### config.mk
export PLATFORM = sky130hd
export DESIGN_NAME = zigzag_delta_codec_core_flat
export DESIGN_NICKNAME = d
export VERILOG_FILES = /design/src/zdc_pkg.sv /design/src/zdc_if.sv /design/src/zdc_in_stage.sv /design/src/zdc_datapath.sv /design/src/zdc_out_stage.sv /design/src/zigzag_delta_codec_core.sv /design/src/flat_wrapper.sv
export SDC_FILE = /design/constraint.sdc
export NUM_CORES = 1
export LEC_CHECK = 0
export ABC_AREA = 1
export BUFFER_PORTS_ARGS = -buffer_cell sky130_fd_sc_hd__buf_2
export CAP_MARGIN = 15
export CORE_MARGIN = 2
export CORE_UTILIZATION = 59
export CTS_CLUSTER_DIAMETER = 30
export DETAILED_ROUTE_END_ITERATION = 8
export PLACE_DENSITY = 0.91
export RECOVER_POWER = 100
export SETUP_SLACK_MARGIN = 0.15
export SYNTH_ARGS = -nofsm -noshare
export SYNTH_HDL_FRONTEND = slang
export SYNTH_SLANG_ARGS = --single-unit
### constraint.sdc
create_clock -name clk -period 6.8 [get_ports clk]
set_input_delay 1.02 -clock clk [delete_from_list [all_inputs] [get_ports clk]]
set_output_delay 1.02 -clock clk [all_outputs]
set_load 0.01 [all_outputs]
### src/zdc_pkg.sv
// package: shared types, constants and zigzag helper functions
`timescale 1ns / 1ps
package zdc_pkg;

  localparam int DATA_W         = 32;
  localparam int WIDTH_W        = 6;
  localparam int CFG_IDX_W      = 8;
  localparam int CFG_DATA_W     = 32;
  localparam int VALUE_BITS_DEF = 32;

  typedef enum logic [CFG_IDX_W-1:0] {
    CFG_MODE        = 8'd0,
    CFG_VALUE_WIDTH = 8'd1,
    CFG_DELTA_WIDTH = 8'd2
  } cfg_idx_t;

  typedef enum logic {
    MODE_ENCODE = 1'b0,
    MODE_DECODE = 1'b1
  } mode_t;

  typedef struct packed {
    mode_t              mode;
    logic [WIDTH_W-1:0] value_width;
    logic [WIDTH_W-1:0] delta_width;
  } cfg_t;

  typedef struct packed {
    logic signed [DATA_W-1:0] sample;
    logic [DATA_W-1:0]        code_in;
    logic                     first;
  } item_t;

  typedef struct packed {
    logic [DATA_W-1:0]        code_out;
    logic [WIDTH_W-1:0]       code_width;
    logic signed [DATA_W-1:0] value_out;
    logic [WIDTH_W-1:0]       peak_width;
    logic                     width_exceeded;
  } result_t;

  function automatic logic [DATA_W-1:0] zz_encode(input logic [DATA_W-1:0] v);
    return {v[DATA_W-2:0], 1'b0} ^ {DATA_W{v[DATA_W-1]}};
  endfunction

  function automatic logic [DATA_W-1:0] zz_decode(input logic [DATA_W-1:0] c);
    return {1'b0, c[DATA_W-1:1]} ^ {DATA_W{c[0]}};
  endfunction

  function automatic logic [DATA_W-1:0] width_mask(input logic [WIDTH_W-1:0] w);
    if (w >= WIDTH_W'(DATA_W)) return {DATA_W{1'b1}};
    return ~({DATA_W{1'b1}} << w);
  endfunction

  // position of the highest set bit plus one, zero for zero
  function automatic logic [WIDTH_W-1:0] bit_length(input logic [DATA_W-1:0] v);
    logic [WIDTH_W-1:0] n;
    n = '0;
    for (int i = 0; i < DATA_W; i++) begin
      if (v[i]) n = WIDTH_W'(i + 1);
    end
    return n;
  endfunction

endpackage

### src/zdc_if.sv
// interfaces: input, result and configuration channels
`timescale 1ns / 1ps
interface zdc_in_if;
  logic                              valid;
  logic                              ready;
  logic signed [zdc_pkg::DATA_W-1:0] sample;
  logic [zdc_pkg::DATA_W-1:0]        code_in;
  logic                              first;

  modport source (output valid, output sample, output code_in, output first, input ready);
  modport sink (input valid, input sample, input code_in, input first, output ready);
endinterface

interface zdc_out_if;
  logic                              valid;
  logic                              ready;
  logic [zdc_pkg::DATA_W-1:0]        code_out;
  logic [zdc_pkg::WIDTH_W-1:0]       code_width;
  logic signed [zdc_pkg::DATA_W-1:0] value_out;
  logic [zdc_pkg::WIDTH_W-1:0]       peak_width;
  logic                              width_exceeded;

  modport source (output valid, output code_out, output code_width, output value_out,
                  output peak_width, output width_exceeded, input ready);
  modport sink (input valid, input code_out, input code_width, input value_out,
                input peak_width, input width_exceeded, output ready);
endinterface

interface zdc_cfg_if;
  logic                             valid;
  logic                             ready;
  logic [zdc_pkg::CFG_IDX_W-1:0]    index;
  logic [zdc_pkg::CFG_DATA_W-1:0]   data;

  modport source (output valid, output index, output data, input ready);
  modport sink (input valid, input index, input data, output ready);
endinterface

### src/zdc_in_stage.sv
// input register: holds one accepted item for the datapath
`timescale 1ns / 1ps
module zdc_in_stage (
  input  logic           clk,
  input  logic           rst_n,
  input  logic           in_valid,
  input  zdc_pkg::item_t in_item,
  output logic           in_ready,
  input  logic           advance,
  output logic           item_valid,
  output zdc_pkg::item_t item
);

  logic           valid_r;
  logic           valid_nxt;
  zdc_pkg::item_t item_r;

  assign in_ready   = !valid_r || advance;
  assign item_valid = valid_r;
  assign item       = item_r;

  always_comb begin
    valid_nxt = valid_r;
    if (in_valid && in_ready) begin
      valid_nxt = 1'b1;
    end else if (advance) begin
      valid_nxt = 1'b0;
    end
  end

  always_ff @(posedge clk) begin
    if (!rst_n) begin
      valid_r <= 1'b0;
    end else begin
      valid_r <= valid_nxt;
    end
  end

  always_ff @(posedge clk) begin
    if (in_valid && in_ready) begin
      item_r <= in_item;
    end
  end

endmodule

### src/zdc_datapath.sv
// zigzag delta datapath with previous value and peak length state
`timescale 1ns / 1ps
module zdc_datapath #(
  parameter int VALUE_BITS = zdc_pkg::VALUE_BITS_DEF
) (
  input  logic             clk,
  input  logic             rst_n,
  input  zdc_pkg::cfg_t    cfg,
  input  zdc_pkg::item_t   item,
  input  logic             fire,
  output logic             emit,
  output zdc_pkg::result_t result
);

  localparam logic [zdc_pkg::WIDTH_W-1:0] VB = zdc_pkg::WIDTH_W'(VALUE_BITS);

  logic [zdc_pkg::DATA_W-1:0]  prev_r;
  logic [zdc_pkg::DATA_W-1:0]  prev_nxt;
  logic [zdc_pkg::WIDTH_W-1:0] peak_r;
  logic [zdc_pkg::WIDTH_W-1:0] peak_nxt;
  logic [zdc_pkg::WIDTH_W-1:0] vw;
  logic [zdc_pkg::WIDTH_W-1:0] dw;
  logic [zdc_pkg::DATA_W-1:0]  zz_delta;
  logic [zdc_pkg::DATA_W-1:0]  len_src;
  logic [zdc_pkg::WIDTH_W-1:0] len;
  logic [zdc_pkg::WIDTH_W-1:0] len_kept;
  logic [zdc_pkg::DATA_W-1:0]  vw_code;
  logic [zdc_pkg::DATA_W-1:0]  dw_code;
  logic                        is_enc;

  assign vw     = (cfg.value_width > VB) ? VB : cfg.value_width;
  assign dw     = (cfg.delta_width > VB) ? VB : cfg.delta_width;
  assign is_enc = (cfg.mode == zdc_pkg::MODE_ENCODE);

  assign zz_delta = zdc_pkg::zz_encode(item.sample - prev_r);
  // one priority encoder serves both modes
  assign len_src  = is_enc ? zz_delta : item.code_in;
  assign len      = zdc_pkg::bit_length(len_src);

  assign vw_code = (is_enc ? zdc_pkg::zz_encode(item.sample) : item.code_in)
                   & zdc_pkg::width_mask(vw);
  assign dw_code = (is_enc ? zz_delta : item.code_in) & zdc_pkg::width_mask(dw);

  // bit length after masking to dw bits
  assign len_kept = zdc_pkg::bit_length(dw_code);

  always_comb begin
    prev_nxt              = prev_r;
    peak_nxt              = peak_r;
    emit                  = 1'b1;
    result.code_out       = '0;
    result.code_width     = '0;
    result.value_out      = '0;
    result.width_exceeded = 1'b0;
    if (item.first) begin
      peak_nxt          = '0;
      result.code_width = vw;
      result.code_out   = vw_code;
      result.value_out  = is_enc ? item.sample : zdc_pkg::zz_decode(vw_code);
      prev_nxt          = result.value_out;
    end else if (is_enc) begin
      if (len > peak_r) peak_nxt = len;
      prev_nxt              = item.sample;
      emit                  = (dw != '0);
      result.width_exceeded = (len > dw);
      result.code_out       = dw_code;
      result.code_width     = dw;
      result.value_out      = item.sample;
    end else begin
      result.width_exceeded = (len > dw);
      if (dw == '0) begin
        if (len > peak_r) peak_nxt = len;
        result.value_out = prev_r;
      end else begin
        if (len_kept > peak_r) peak_nxt = len_kept;
        result.code_out   = dw_code;
        result.code_width = dw;
        result.value_out  = prev_r + zdc_pkg::zz_decode(dw_code);
        prev_nxt          = result.value_out;
      end
    end
    result.peak_width = peak_nxt;
  end

  always_ff @(posedge clk) begin
    if (!rst_n) begin
      prev_r <= '0;
      peak_r <= '0;
    end else if (fire) begin
      prev_r <= prev_nxt;
      peak_r <= peak_nxt;
    end
  end

`ifndef SYNTHESIS
  a_first_clears_peak: assert property (@(posedge clk) disable iff (!rst_n)
    fire && item.first |=> peak_r == '0)
    else $error("peak not cleared by first element");

  a_peak_monotonic: assert property (@(posedge clk) disable iff (!rst_n)
    fire && !item.first |=> peak_r >= $past(peak_r))
    else $error("peak length decreased within an array");

  a_enc_tracks_sample: assert property (@(posedge clk) disable iff (!rst_n)
    fire && is_enc |=> prev_r == $past(item.sample))
    else $error("encode did not keep the sample as previous value");
`endif

endmodule

### src/zdc_out_stage.sv
// result register: holds one result until the sink takes it
`timescale 1ns / 1ps
module zdc_out_stage (
  input  logic             clk,
  input  logic             rst_n,
  input  logic             load,
  input  zdc_pkg::result_t result_in,
  output logic             free,
  output logic             out_valid,
  input  logic             out_ready,
  output zdc_pkg::result_t result_out
);

  logic             valid_r;
  logic             valid_nxt;
  zdc_pkg::result_t result_r;

  assign free       = !valid_r || out_ready;
  assign out_valid  = valid_r;
  assign result_out = result_r;

  always_comb begin
    valid_nxt = valid_r;
    if (load) begin
      valid_nxt = 1'b1;
    end else if (out_ready) begin
      valid_nxt = 1'b0;
    end
  end

  always_ff @(posedge clk) begin
    if (!rst_n) begin
      valid_r <= 1'b0;
    end else begin
      valid_r <= valid_nxt;
    end
  end

  always_ff @(posedge clk) begin
    if (load) begin
      result_r <= result_in;
    end
  end

endmodule

### src/zigzag_delta_codec_core.sv
// top level: zigzag delta encoder/decoder with configuration registers
`timescale 1ns / 1ps
// Usage:
//  in_ch  takes one element per transfer: sample (encode), code_in (decode), first.
//  out_ch gives at most one result per element: code_out, code_width,
//         value_out, peak_width, width_exceeded. In encode mode a later element
//         gives no result when delta_width is 0.
//  cfg_ch writes mode (index 0), value_width (1), delta_width (2); other
//         indexes are ignored. Always ready; write only while the block is idle.
// Timing:
//  an accepted element sits in the input register, goes through the single
//  subtract / zigzag / leading-one / mask path and lands in the result
//  register once that register is free. One element per cycle is sustained
//  while out_ch accepts the results; the loop through the previous value and
//  peak registers closes within that combinational path.
// Reset (rst_n low, synchronous): both stages empty, mode encode, widths 32,
//  previous value and peak length zero.
// Stall: while out_ch is held off the result register keeps its item and the
//  input register takes one more; if that item has a result, in_ch.ready then
//  drops until the sink frees the result register.
module zigzag_delta_codec_core #(
  parameter int VALUE_BITS = zdc_pkg::VALUE_BITS_DEF
) (
  input  logic clk,
  input  logic rst_n,
  zdc_in_if.sink    in_ch,
  zdc_out_if.source out_ch,
  zdc_cfg_if.sink   cfg_ch
);

  zdc_pkg::cfg_t    cfg_r;
  zdc_pkg::item_t   in_item;
  zdc_pkg::item_t   item;
  zdc_pkg::result_t result;
  zdc_pkg::result_t result_q;
  logic             item_valid;
  logic             emit;
  logic             free;
  logic             advance;
  logic             load;

  assign cfg_ch.ready = 1'b1;

  always_ff @(posedge clk) begin
    if (!rst_n) begin
      cfg_r.mode        <= zdc_pkg::MODE_ENCODE;
      cfg_r.value_width <= zdc_pkg::WIDTH_W'(zdc_pkg::DATA_W);
      cfg_r.delta_width <= zdc_pkg::WIDTH_W'(zdc_pkg::DATA_W);
    end else if (cfg_ch.valid) begin
      case (cfg_ch.index)
        zdc_pkg::CFG_MODE:        cfg_r.mode <= zdc_pkg::mode_t'(cfg_ch.data[0]);
        zdc_pkg::CFG_VALUE_WIDTH: cfg_r.value_width <= cfg_ch.data[zdc_pkg::WIDTH_W-1:0];
        zdc_pkg::CFG_DELTA_WIDTH: cfg_r.delta_width <= cfg_ch.data[zdc_pkg::WIDTH_W-1:0];
        default: ;
      endcase
    end
  end

  assign in_item.sample  = in_ch.sample;
  assign in_item.code_in = in_ch.code_in;
  assign in_item.first   = in_ch.first;

  // an item without a result moves on even while the result register is full
  assign advance = item_valid && (!emit || free);
  assign load    = advance && emit;

  zdc_in_stage u_in (
    .clk        (clk),
    .rst_n      (rst_n),
    .in_valid   (in_ch.valid),
    .in_item    (in_item),
    .in_ready   (in_ch.ready),
    .advance    (advance),
    .item_valid (item_valid),
    .item       (item)
  );

  zdc_datapath #(
    .VALUE_BITS (VALUE_BITS)
  ) u_dp (
    .clk    (clk),
    .rst_n  (rst_n),
    .cfg    (cfg_r),
    .item   (item),
    .fire   (advance),
    .emit   (emit),
    .result (result)
  );

  zdc_out_stage u_out (
    .clk        (clk),
    .rst_n      (rst_n),
    .load       (load),
    .result_in  (result),
    .free       (free),
    .out_valid  (out_ch.valid),
    .out_ready  (out_ch.ready),
    .result_out (result_q)
  );

  assign out_ch.code_out       = result_q.code_out;
  assign out_ch.code_width     = result_q.code_width;
  assign out_ch.value_out      = result_q.value_out;
  assign out_ch.peak_width     = result_q.peak_width;
  assign out_ch.width_exceeded = result_q.width_exceeded;

`ifndef SYNTHESIS
  a_load_into_free: assert property (@(posedge clk) disable iff (!rst_n)
    load |-> (!out_ch.valid || out_ch.ready))
    else $error("result register overwritten while held");

  a_load_shows: assert property (@(posedge clk) disable iff (!rst_n)
    load |=> out_ch.valid)
    else $error("emitted result not presented");

  a_silent_only_encode: assert property (@(posedge clk) disable iff (!rst_n)
    item_valid && !emit |-> cfg_r.mode == zdc_pkg::MODE_ENCODE && !item.first)
    else $error("item dropped outside encode with zero delta width");
`endif

endmodule
### src/flat_wrapper.sv
// flat-port wrapper written by rule: the top's interface ports become plain ports
module zigzag_delta_codec_core_flat 
#(
  parameter int VALUE_BITS = zdc_pkg::VALUE_BITS_DEF
)
  (clk, rst_n, in_ch_valid, in_ch_sample, in_ch_code_in, in_ch_first, in_ch_ready, out_ch_valid, out_ch_code_out, out_ch_code_width, out_ch_value_out, out_ch_peak_width, out_ch_width_exceeded, out_ch_ready, cfg_ch_valid, cfg_ch_index, cfg_ch_data, cfg_ch_ready);
  zdc_in_if in_ch_i ();
  zdc_out_if out_ch_i ();
  zdc_cfg_if cfg_ch_i ();
  input  logic clk;
  input  logic rst_n;
  input wire logic [$bits(in_ch_i.valid)-1:0] in_ch_valid;
  input wire logic [$bits(in_ch_i.sample)-1:0] in_ch_sample;
  input wire logic [$bits(in_ch_i.code_in)-1:0] in_ch_code_in;
  input wire logic [$bits(in_ch_i.first)-1:0] in_ch_first;
  output wire logic [$bits(in_ch_i.ready)-1:0] in_ch_ready;
  output wire logic [$bits(out_ch_i.valid)-1:0] out_ch_valid;
  output wire logic [$bits(out_ch_i.code_out)-1:0] out_ch_code_out;
  output wire logic [$bits(out_ch_i.code_width)-1:0] out_ch_code_width;
  output wire logic [$bits(out_ch_i.value_out)-1:0] out_ch_value_out;
  output wire logic [$bits(out_ch_i.peak_width)-1:0] out_ch_peak_width;
  output wire logic [$bits(out_ch_i.width_exceeded)-1:0] out_ch_width_exceeded;
  input wire logic [$bits(out_ch_i.ready)-1:0] out_ch_ready;
  input wire logic [$bits(cfg_ch_i.valid)-1:0] cfg_ch_valid;
  input wire logic [$bits(cfg_ch_i.index)-1:0] cfg_ch_index;
  input wire logic [$bits(cfg_ch_i.data)-1:0] cfg_ch_data;
  output wire logic [$bits(cfg_ch_i.ready)-1:0] cfg_ch_ready;
  assign in_ch_i.valid = in_ch_valid;
  assign in_ch_i.sample = in_ch_sample;
  assign in_ch_i.code_in = in_ch_code_in;
  assign in_ch_i.first = in_ch_first;
  assign in_ch_ready = in_ch_i.ready;
  assign out_ch_valid = out_ch_i.valid;
  assign out_ch_code_out = out_ch_i.code_out;
  assign out_ch_code_width = out_ch_i.code_width;
  assign out_ch_value_out = out_ch_i.value_out;
  assign out_ch_peak_width = out_ch_i.peak_width;
  assign out_ch_width_exceeded = out_ch_i.width_exceeded;
  assign out_ch_i.ready = out_ch_ready;
  assign cfg_ch_i.valid = cfg_ch_valid;
  assign cfg_ch_i.index = cfg_ch_index;
  assign cfg_ch_i.data = cfg_ch_data;
  assign cfg_ch_ready = cfg_ch_i.ready;
  zigzag_delta_codec_core #(.VALUE_BITS(VALUE_BITS)) u_core (.clk(clk), .rst_n(rst_n), .in_ch(in_ch_i), .out_ch(out_ch_i), .cfg_ch(cfg_ch_i));
endmodule
**Word-level counts from Yosys, hierarchy flattened**

Cells that the tools add are included.
Widths: inputs -> output; s select.

- Flip-flop bits (word level): 195
- Bits of input ports: 110
- Output and inout bits: 80
- Logic and storage cells: 145

- $add $sub $neg: 2
- $lt $le $gt $ge: 7
- Equal/unequal tests: 2
- Shift operators: 2
- Muxes and demuxes: 92
- Bitwise gates (word level): 8
- Reduce and logical (&&, ||, !) cells: 17

Operator list:

| kind | number |
|---|---|
| $mux 6 | 69 |
| $mux 32 | 10 |
| $mux 70 | 2 |
| $and 32x32->32 | 2 |
| $not 32->32 | 2 |
| $shl 32x6->32 const A | 2 |
| $xor 31x32->32 | 2 |
| $xor 32x32->32 | 2 |
| $mux 38 | 1 |
| $add 32x32->32 | 1 |
| $sub 32x32->32 | 1 |
| $gt 6x6->1 | 3 |
| $ge 6x6->1 const B | 2 |
| $gt 6x6->1 const B | 2 |
| $mux 1 | 10 |
| $eq 8x1->1 const B | 1 |
| $eq 8x2->1 const B | 1 |
| $logic_not 8->1 | 1 |
| $logic_not 6->1 | 1 |
| $reduce_and 2->1 | 3 |
| $reduce_bool 6->1 | 1 |
| $reduce_bool 2->1 | 2 |
| $logic_and 1x1->1 | 3 |
| $logic_not 1->1 | 3 |
| $logic_or 1x1->1 | 3 |

**Depth between registers and ports, before layout**

Gate-level depths: netlist of run 1.

- Depth in word-level cells: 43
- Mapped depth: 61
- Gate-level depth less buffers: 61

**Modules after synthesis**

From an unflattened synthesis of run 1, not the netlist that was laid out.

- Cells, all modules: 1885
- Area, all modules: 14291.2 um2

Modules (own cells, without submodules):

| module | times used | cells each | area each (um2) | sequential area each (um2) |
|---|---|---|---|---|
| zdc_datapath | 1 | 1634 | 9263.9 | 760.7 |
| zdc_out_stage | 1 | 83 | 2358.5 | 2332.2 |
| zdc_in_stage | 1 | 72 | 2003.2 | 1971.9 |
| zigzag_delta_codec_core | 1 | 96 | 665.6 | 260.2 |

**Worst setup path before layout of run 1**

Ideal clock, no wire load.

- Kind: reg2reg
- Start: register u_core.u_in.item_r, in the netlist u_core.u_in.item[39]
- End: register u_core.u_out.result_r, in the netlist u_core.u_out.result_out[37] (data pin)
- Setup time: 0.279 ns
- Data arrival time: 5.345 ns
- Required time: 6.521 ns
- Setup slack: 1.176 ns
- Cell stages (with the launch flop): 48
- Buffers on the path: 0
- Clock period less this slack: 5.624 ns
- Cells stage by stage: edfxtp_1 ha_1 nand2_2 inv_1 a21oi_2 nand2_4 nand2_2 nand2_4 nand2_4 nand3_2 nand2_8 nand2_2 o21ai_2 inv_1 nor2_1 ha_1 inv_1 ha_1 [12 not listed] nand2_1 nand3_1 nand2_1 nand3_1 nand2_1 nand3_1 nand2_1 nand3_1 nand2_1 nand3_1 nand2_1 nand3_1 nand2_1 inv_1 o31ai_1 xor2_1 o21ai_1 o211ai_1

RTL lines:

| what | RTL line | text |
|---|---|---|
| start: declaration | zdc_in_stage.sv:16 | `zdc_pkg::item_t item_r;` |
| start signal: assignment | zdc_in_stage.sv:41 | `item_r <= in_item;` |
| end signal: assignment | zdc_out_stage.sv:41 | `result_r <= result_in;` |
| end: declaration | zdc_out_stage.sv:16 | `zdc_pkg::result_t result_r;` |

**Worst setup path after layout of run 1**

- Start: register u_core.u_dp.prev_r[12] in the netlist's numbering
- End: register u_core.u_dp.prev_r[31] in the netlist's numbering

- Word-level cells in the longest chain between the ends: 9

Ends and longest elaborated chain:

| what | RTL line | text |
|---|---|---|
| start: declaration | zdc_datapath.sv:17 | `logic [zdc_pkg::DATA_W-1:0] prev_r;` |
| start signal: assignment | zdc_datapath.sv:90 | `prev_r <= prev_nxt;` |
| $sub 32x32->32 | zdc_datapath.sv:35 | `assign zz_delta = zdc_pkg::zz_encode(item.sample - prev_r);` |
| $xor 32x32->32 | zdc_pkg.sv:43 | `return {v[DATA_W-2:0], 1'b0} ^ {DATA_W{v[DATA_W-1]}};` |
| $mux 32 | zdc_datapath.sv:42 | `assign dw_code = (is_enc ? zz_delta : item.code_in) & zdc_pkg::width_mask(dw);` |
| $and 32x32->32 | zdc_datapath.sv:42 |  |
| $xor 31x32->32 | zdc_pkg.sv:47 | `return {1'b0, c[DATA_W-1:1]} ^ {DATA_W{c[0]}};` |
| $add 32x32->32 (*) | zdc_datapath.sv:78 | `result.value_out = prev_r + zdc_pkg::zz_decode(dw_code);` |
| $mux 32 (*) | - |  |
| $mux 32 (*) | zdc_datapath.sv:61 | `end else if (is_enc) begin` |
| $mux 32 (*) | zdc_datapath.sv:55 | `if (item.first) begin` |

Mark *: on every way between the ends. The rest lies on a longest branch, timed or not.
A chain may end at the register's enable or synchronous reset.

==> results of run 1 <==
==> stage by stage <==
stage	util	hold slack [ns]
3_5_place_dp	0.654	0.533
4_1_cts	0.679	0.543
5_1_grt	0.699	0.578
6_report	0.699	0.549
2_1_floorplan	-	0.470
3_3_place_gp	0.654	0.520
==> report_power, final <==
group | total, uW | internal [uW] | switching [uW]
clock network | 1020 | 528 | 494
registers | 1420 | 1380 | 42.7
logic | 2400 | 870 | 1530
==> worst paths after layout <==
path / endpoint / slack (ns)
min: u_core.u_in.item_valid / 0.55
max reg2reg: u_core.u_dp.prev_r[31] / 0.42
min reg2reg: u_core.u_in.item_valid / 0.55
max: u_core.u_dp.prev_r[31] / 0.42
==> flip-flops by register name (all words and copies together), names as in the netlist <==
name,count
u_core.u_out.result_out,77
u_core.u_out.out_valid,1
u_core.u_in.item_valid,1
u_core.u_dp.peak_r,6
u_core.cfg_r,13
u_core.u_in.item,65
u_core.u_dp.prev_r,32
==> cells by family after synthesis <==
group / count (synthesis)
compound gates: 480
xor+xnor: 94
fa+ha+maj: 84
flops: 195
other cells: 1
buf+inv: 316
mux: 3
simple gates: 686
==> area by class of cell <==
cell class,instances,area (um2),share of cell area
Sequential cell,195,5330,0.324
Inverter,256,963,0.0586
Clock inverter,14,141,0.00859
Antenna cell,1,2.50,0.000152
Clock buffer,18,439,0.0267
Tap cell,319,399,0.0243
Multi-Input combinational cell,1348,8030,0.488
Timing Repair Buffer,223,1150,0.0699
==> cells in the final DEF, fill, tap and decap left out, types with 12 or more instances in the layout <==
cell         n
inv_1      237
buf_2       83
xnor2_1     16
ha_1        54
nand2_2     20
clkbuf_1    83
nor2_1     136
nand3_1     54
inv_2       12
nor3_1      16
edfxtp_1   142
dfxtp_1     49
buf_4       54
xor2_1      78
nand2_1    414
o221ai_1    14
a21oi_1    167
o211ai_1    37
a31oi_1     15
o21ai_0    165
ha_4        26
clkbuf_16   17
==> cells in the mapped netlist, types with 11 or more instances <==
library cell and n:
a21oi_1 169, a31oi_1 16, clkbuf_1 43, dfxtp_1 53, edfxtp_1 142, ha_1 82, inv_1 245, nand2_1 422
nand2_2 12, nand3_1 54, nor2_1 139, nor3_1 15, o211ai_1 37, o21ai_0 172, o221ai_1 14, or2_2 11
xnor2_1 16, xor2_1 78
==> critical path: cells and delay by family (launching register included) <==
family	cells	cell delay [ns]
xor+xnor	2	0.28
compound gates	4	0.74
buf+inv	7	0.79
fa+ha+maj	2	0.69
simple gates	32	3.49
flops	1	0.34
==> timing repair <==
action,in CTS,in global routing
endpoints found under the setup margin,1,28
cloned,0,0
resized for setup,0,67
buffers inserted,1,24
pin swaps,1,13
==> metal layers <==
metal	GRT usage	part of all wire	vias to the layer above
met5	0	0	-
met3	0.0922	0.16	178
met2	0.526	0.42	1150
li1	-	-	6632
met1	0.503	0.38	6573
met4	0.124	0.042	0
==> results.tsv, run 1 <==
stage	metric	value	unit
run_status	status	finished with violations	
run_status	failing checks	max-capacitance violations, max-slew violations	
sta	Final WS setup	0.421	ns
die	total die area	25300	um2
placement	placed inst area	15400	um2
die	DIE HEIGHT	159	um
routing	via/cell ratio	6.12	
routing	detailed-route via count	14533	
logic_synthesis	post-synthesis sequential area ratio	0.375	
logic_synthesis	Async SR Flop Fraction	0	
clock_network	later-pin clock latency in the skew report	0.45	ns
sta	unrepaired setup endpoints after global routing	no	
sta	post-route minimum period	6.38	ns
grt	Total GRT Usage	0.354	
clock_network	cts hold-fix bufs	0	
cells_and_area	Non-Filler Instances	2374	
grt	antenna violations before repair	0	
hold_path	worst hold stages	2	
placement	PortBufs	162	
routing	WL final	47.9	mm
die	row count	56	
routing	antenna-violating nets left	0	
sta	Final Hold Fails	0	
sta	final worst path period share	0.938	
cells_and_area	design area	16500	um2
cells_and_area	layout cells sized above 1	0.144	
placement	GPL Wtd Cong	1.10	
logic_synthesis	synthesis-stage register bit count	195	
sta	f_max	0.157	GHz
grt	vias in the first global route	12559	
critical_path	crit path DAT	6.78	ns
clock_network	Longest Clk Path Bufs	2	
logic_synthesis	Post-Syn Nets	2053	
placement	dpl ws	0.176	ns
logic_synthesis	synthesized area	14200	um2
sta	count of pins over their slew limit	221	
die	Initial Util	0.603	
cells_and_area	Filler Cells Inserted	1891	
logic_synthesis	Synth Instances	1859	
routing	WL/cell	20.2	um
logic_synthesis	largest cells by area after synthesis	edfxtp_1, nand2_1, dfxtp_1	
die	I/O pin count	190	
logic_synthesis	Post-synth top flop	edfxtp_1	
run	max_cap viols	4	
critical_path	most used cell, CP	nand2_1	
routing	drt drc	0	
clock_network	CTS clk-pin slew, worst paths	0.08	ns
logic_synthesis	post-synthesis mux area share	0.00211	
die	Die Width	159	um
clock_network	# clock sinks	195	
power	leak pwr	0.00747	uW
sta	Rel. slew slack	-0.757	
clock_network	H-tree depth	4	
logic_synthesis	Synth Area in Compound Gates	0.197	
logic_synthesis	Post-Synth Adder-Cell Area	0.0751	
logic_synthesis	EDFF count, synth	142	
critical_path	Max stage delay on crit path	0.50	ns
critical_path	CP startpoint	u_core.u_dp.prev_r[12]	
routing	initial drt markers	2203	
sta	Clock Skew	0.0167	ns
critical_path	crit start category	register	
logic_synthesis	largest family of logic cells by synthesized area	simple AND/OR/NAND/NOR gates	
grt	Overflow after GRT	0	
logic_synthesis	Avg Inst Size Synth	7.64	um2
power	VDD IR-drop max	0.000168	V
clock_network	TritonCTS clock tree	done	
logic_synthesis	share of the synthesized area in the top cell type	0.300	
cells_and_area	Layout Nets	2235	
logic_synthesis	Synth Area in XOR/XNOR	0.0580	
critical_path	element type at the critical path end	register	
hold_path	Hold WC Path Type	reg -> reg	
sta	Setup TNS	0	ns
logic_synthesis	dominant cell type by area after synthesis	edfxtp_1	
power	Tot Pwr	4850	uW
die	Placeable Area	23500	um2
critical_path	crit path max fanout	11	
critical_path	reg2reg path depth	47	
power	Pwr per Cell Area	295	nW/um2
logic_synthesis	Post-Synth Simple-Gate Area	0.205	
critical_path	Critical Path RT	7.20	ns
grt	largest net degree at the start of global routing	79	
clock_network	CTS Buf Count	17	
placement	Post-DP HPWL	35.7	mm
routing	first-pass detailed-route iteration total	6	
critical_path	worst reg2reg startpoint	u_core.u_dp.prev_r[12]	
sta	Slew @ Worst Pin	2.63	ns
hold_path	Hold Startpoint	u_core.u_in.item_valid	
cells_and_area	area delta synth->final	15.8	%
grt	first-pass GRT wire length	69.3	mm
logic_synthesis	Netlist cell types	64	
logic_synthesis	YS warnings	0	
sta	setup violators final	0	
placement	placed instance count	2316	
clock_network	clk root buf	clkbuf_16	
critical_path	Setup Crit Path Kind	reg -> reg	
critical_path	CP max-delay cell	nor3_1	
Power figures use the tool's default switching activity.
==> inputs of run 2 (changes only) <==
- CELL_PAD_IN_SITES_DETAIL_PLACEMENT: default -> 0
- CELL_PAD_IN_SITES_GLOBAL_PLACEMENT: default -> 1
- CORE_UTILIZATION: 59 -> 43
- SKIP_LAST_GASP: default -> 1
==> run 2 against run 1 <==
Compared with the run above:
- the run still ends with max-capacitance violations, max-slew violations left
- global-route usage fell by 6.3 points
- die area increased by 36%
- design area grew 1.0%
- count of clock-buffer cells in the layout grew 1
- first-iteration DRC count decreased by 29%
==> results.tsv, run 2 (synthesis gave the netlist of run 1 again) <==
stage	metric	value	unit	change
sta	unrepaired setup endpoints after global routing	no		
grt	first-pass GRT wire length	73.5	mm	+6.0%
hold_path	worst hold stages	2		unchanged
critical_path	CP max-delay cell	edfxtp_1		
clock_network	H-tree depth	4		unchanged
hold_path	Hold Startpoint	u_core.u_in.item_valid		
grt	Overflow after GRT	0		unchanged
cells_and_area	Largest register FFs	77		unchanged
critical_path	worst reg2reg startpoint	u_core.u_in.item[33]		
sta	count of pins over their slew limit	107		-52%
die	Die Width	186	um	+17%
routing	drt drc	0		unchanged
routing	antenna-violating nets left	0		unchanged
grt	largest net degree at the start of global routing	66		-16%
power	leak pwr	0.00750	uW	+0.44%
die	row count	66		+18%
cells_and_area	Layout Nets	2239		+0.18%
power	Flop pwr share	0.294		about the same
clock_network	CTS Buf Count	17		unchanged
cells_and_area	commonest non-fill, non-tap cell in the layout	nand2_1		
routing	WL final	50.0	mm	+4.3%
routing	via/cell ratio	5.46		-11%
critical_path	element type at the critical path end	register		
routing	initial drt markers	1574		-29%
cells_and_area	commonest cells after routing, fill and taps aside	nand2_1, inv_1, a21oi_1, o21ai_0, edfxtp_1		
die	I/O pin count	190		unchanged
power	Clk pwr share	0.213		+0.002
sta	Clock Skew	0.0179	ns	+0.00124 ns
sta	Rel. slew slack	-0.826		-0.0689
critical_path	crit path DAT	6.69	ns	-0.09 ns
run_status	failing checks	max-capacitance violations, max-slew violations		
grt	Total GRT Usage	0.291		-0.0635
critical_path	crit path max fanout	6		-5
hold_path	Worst Hold End	u_core.u_in.item_valid		
sta	Slew @ Worst Pin	2.74	ns	+0.103 ns
cells_and_area	Antenna Cells	0		-1
grt	antenna violations before repair	0		unchanged
die	total die area	34500	um2	+36%
clock_network	Longest Clk Path Bufs	2		unchanged
power	Pwr per Cell Area	291	nW/um2	-1.3%
routing	WL/cell	20.0	um	-0.99%
critical_path	crit start category	register		
clock_network	clk root buf	clkbuf_16		
power	Combinational Power Share	0.493		-0.003
run	max_cap viols	2		-2
critical_path	Critical Path RT	7.17	ns	-0.03 ns
sta	Final Hold Fails	0		unchanged
sta	Final WS setup	0.477	ns	+0.0564 ns
critical_path	FF-to-FF End	u_core.u_dp.prev_r[31]		
power	P_sw	2060	uW	-0.62%
placement	GPL Wtd Cong	1.00		-8.6%
run_status	status	finished with violations		
placement	Post-DP HPWL	39.7	mm	+11%
sta	setup violators final	0		unchanged
die	Initial Util	0.437		-0.167
critical_path	Setup Crit Path Kind	reg -> reg		
routing	first-pass detailed-route iteration total	6		unchanged
cells_and_area	area delta synth->final	17.0	%	
die	Placeable Area	32500	um2	+38%
sta	Setup TNS	0	ns	unchanged
sta	final worst path period share	0.930		-0.00830
power	sw frac	0.426		-0.00128
critical_path	CP startpoint	u_core.u_in.item[33]		
critical_path	R2R Setup Slk	0.48	ns	+0.06 ns
clock_network	later-pin clock latency in the skew report	0.47	ns	+0.02 ns
die	DIE HEIGHT	186	um	+17%
clock_network	CTS clk-pin slew, worst paths	0.08	ns	about the same
routing	detailed-route via count	13646		-6.1%
critical_path	Max stage delay on crit path	0.40	ns	-0.10 ns
hold_path	Hold WC Path Type	reg -> reg		
sta	f_max	0.158	GHz	+0.89%
placement	dpl ws	0.363	ns	+0.188 ns
grt	vias in the first global route	12559		unchanged
placement	PortBufs	162		unchanged
sta	post-route minimum period	6.32	ns	-0.0564 ns
power	VDD IR-drop max	0.000174	V	+3.4%
power	internal power	2780	uW	about the same
critical_path	reg2reg path depth	38		-19%
cells_and_area	layout cells sized above 1	0.146		+0.00166
clock_network	# clock sinks	195		unchanged
clock_network	TritonCTS clock tree	done		
run 2: final cells by class:
cell class,instances,area [um2]
inverters,256,963
multi-input cells,1348,8020
flip-flops and latches,195,5330
well taps,442,553
clock inverters,13,140
repair buffers,227,1180
fillers,3130,15900
clock buffers,19,443
run 2: per-layer routing:
layer / share of wire / vias to the layer above / global-route usage
li1: - / 6634 / -
met1: 0.47 / 6292 / 0.431
met2: 0.42 / 660 / 0.424
met3: 0.092 / 60 / 0.0538
met4: 0.022 / 0 / 0.0917
met5: 0 / - / 0
run 2: power by group through the flow:
stage | logic (uW) | registers (uW) | clock network, uW
3_5_place_dp | 2260 | 1440 | 0
3_3_place_gp | 2220 | 1440 | 0
6_report | 2390 | 1420 | 1030
4_1_cts | 2270 | 1410 | 1050
2_1_floorplan | 1570 | 1450 | 0
5_1_grt | 2650 | 1430 | 1090
run 2: stage by stage:
stage / instances / hold WS, ns / utilization / instance area (um2) / total power (uW)
finish: 2500 / 0.543 / 0.511 / 16600 / 4830
CTS: 2491 / 0.546 / 0.501 / 16300 / 4730
floorplan: 1859 / 0.470 / - / 14200 / 3020
detailed placement: 2459 / 0.524 / 0.483 / 15700 / 3700
global route: 2500 / 0.595 / 0.511 / 16600 / 5170
global placement: 2459 / 0.523 / 0.483 / 15700 / 3660
run 2: what timing repair did:
item,4_1_cts,5_1_grt
hold buffers,0,0
resized for setup,0,67
buffers inserted,0,9
endpoints found under the setup margin,0,28
run 2: critical path: cells and delay by family, from the launching register on:
kind | cells | cell delay [ns]
AOI/OAI and AO/OA | 12 | 1.73
and+or+nand+nor | 13 | 1.62
adders and majority gates | 4 | 1.19
buffers and inverters | 6 | 0.67
xor gates and xnor gates | 3 | 0.58
DFF | 1 | 0.40
run 2: worst max-delay path by stage:
| stage | cells after the start | end | slack, ns |
|---|---|---|---|
| 2_1_floorplan | 47 | u_core.u_out.result_out[37] | 1.18 |
| 3_3_place_gp | 48 | u_core.u_dp.prev_r[31] | 0.46 |
| 3_5_place_dp | 48 | u_core.u_dp.prev_r[31] | 0.36 |
| 4_1_cts | 38 | u_core.u_dp.prev_r[31] | 0.32 |
| 5_1_grt | 53 | u_core.u_dp.prev_r[30] | 0.07 |
| 6_report | 38 | u_core.u_dp.prev_r[31] | 0.48 |
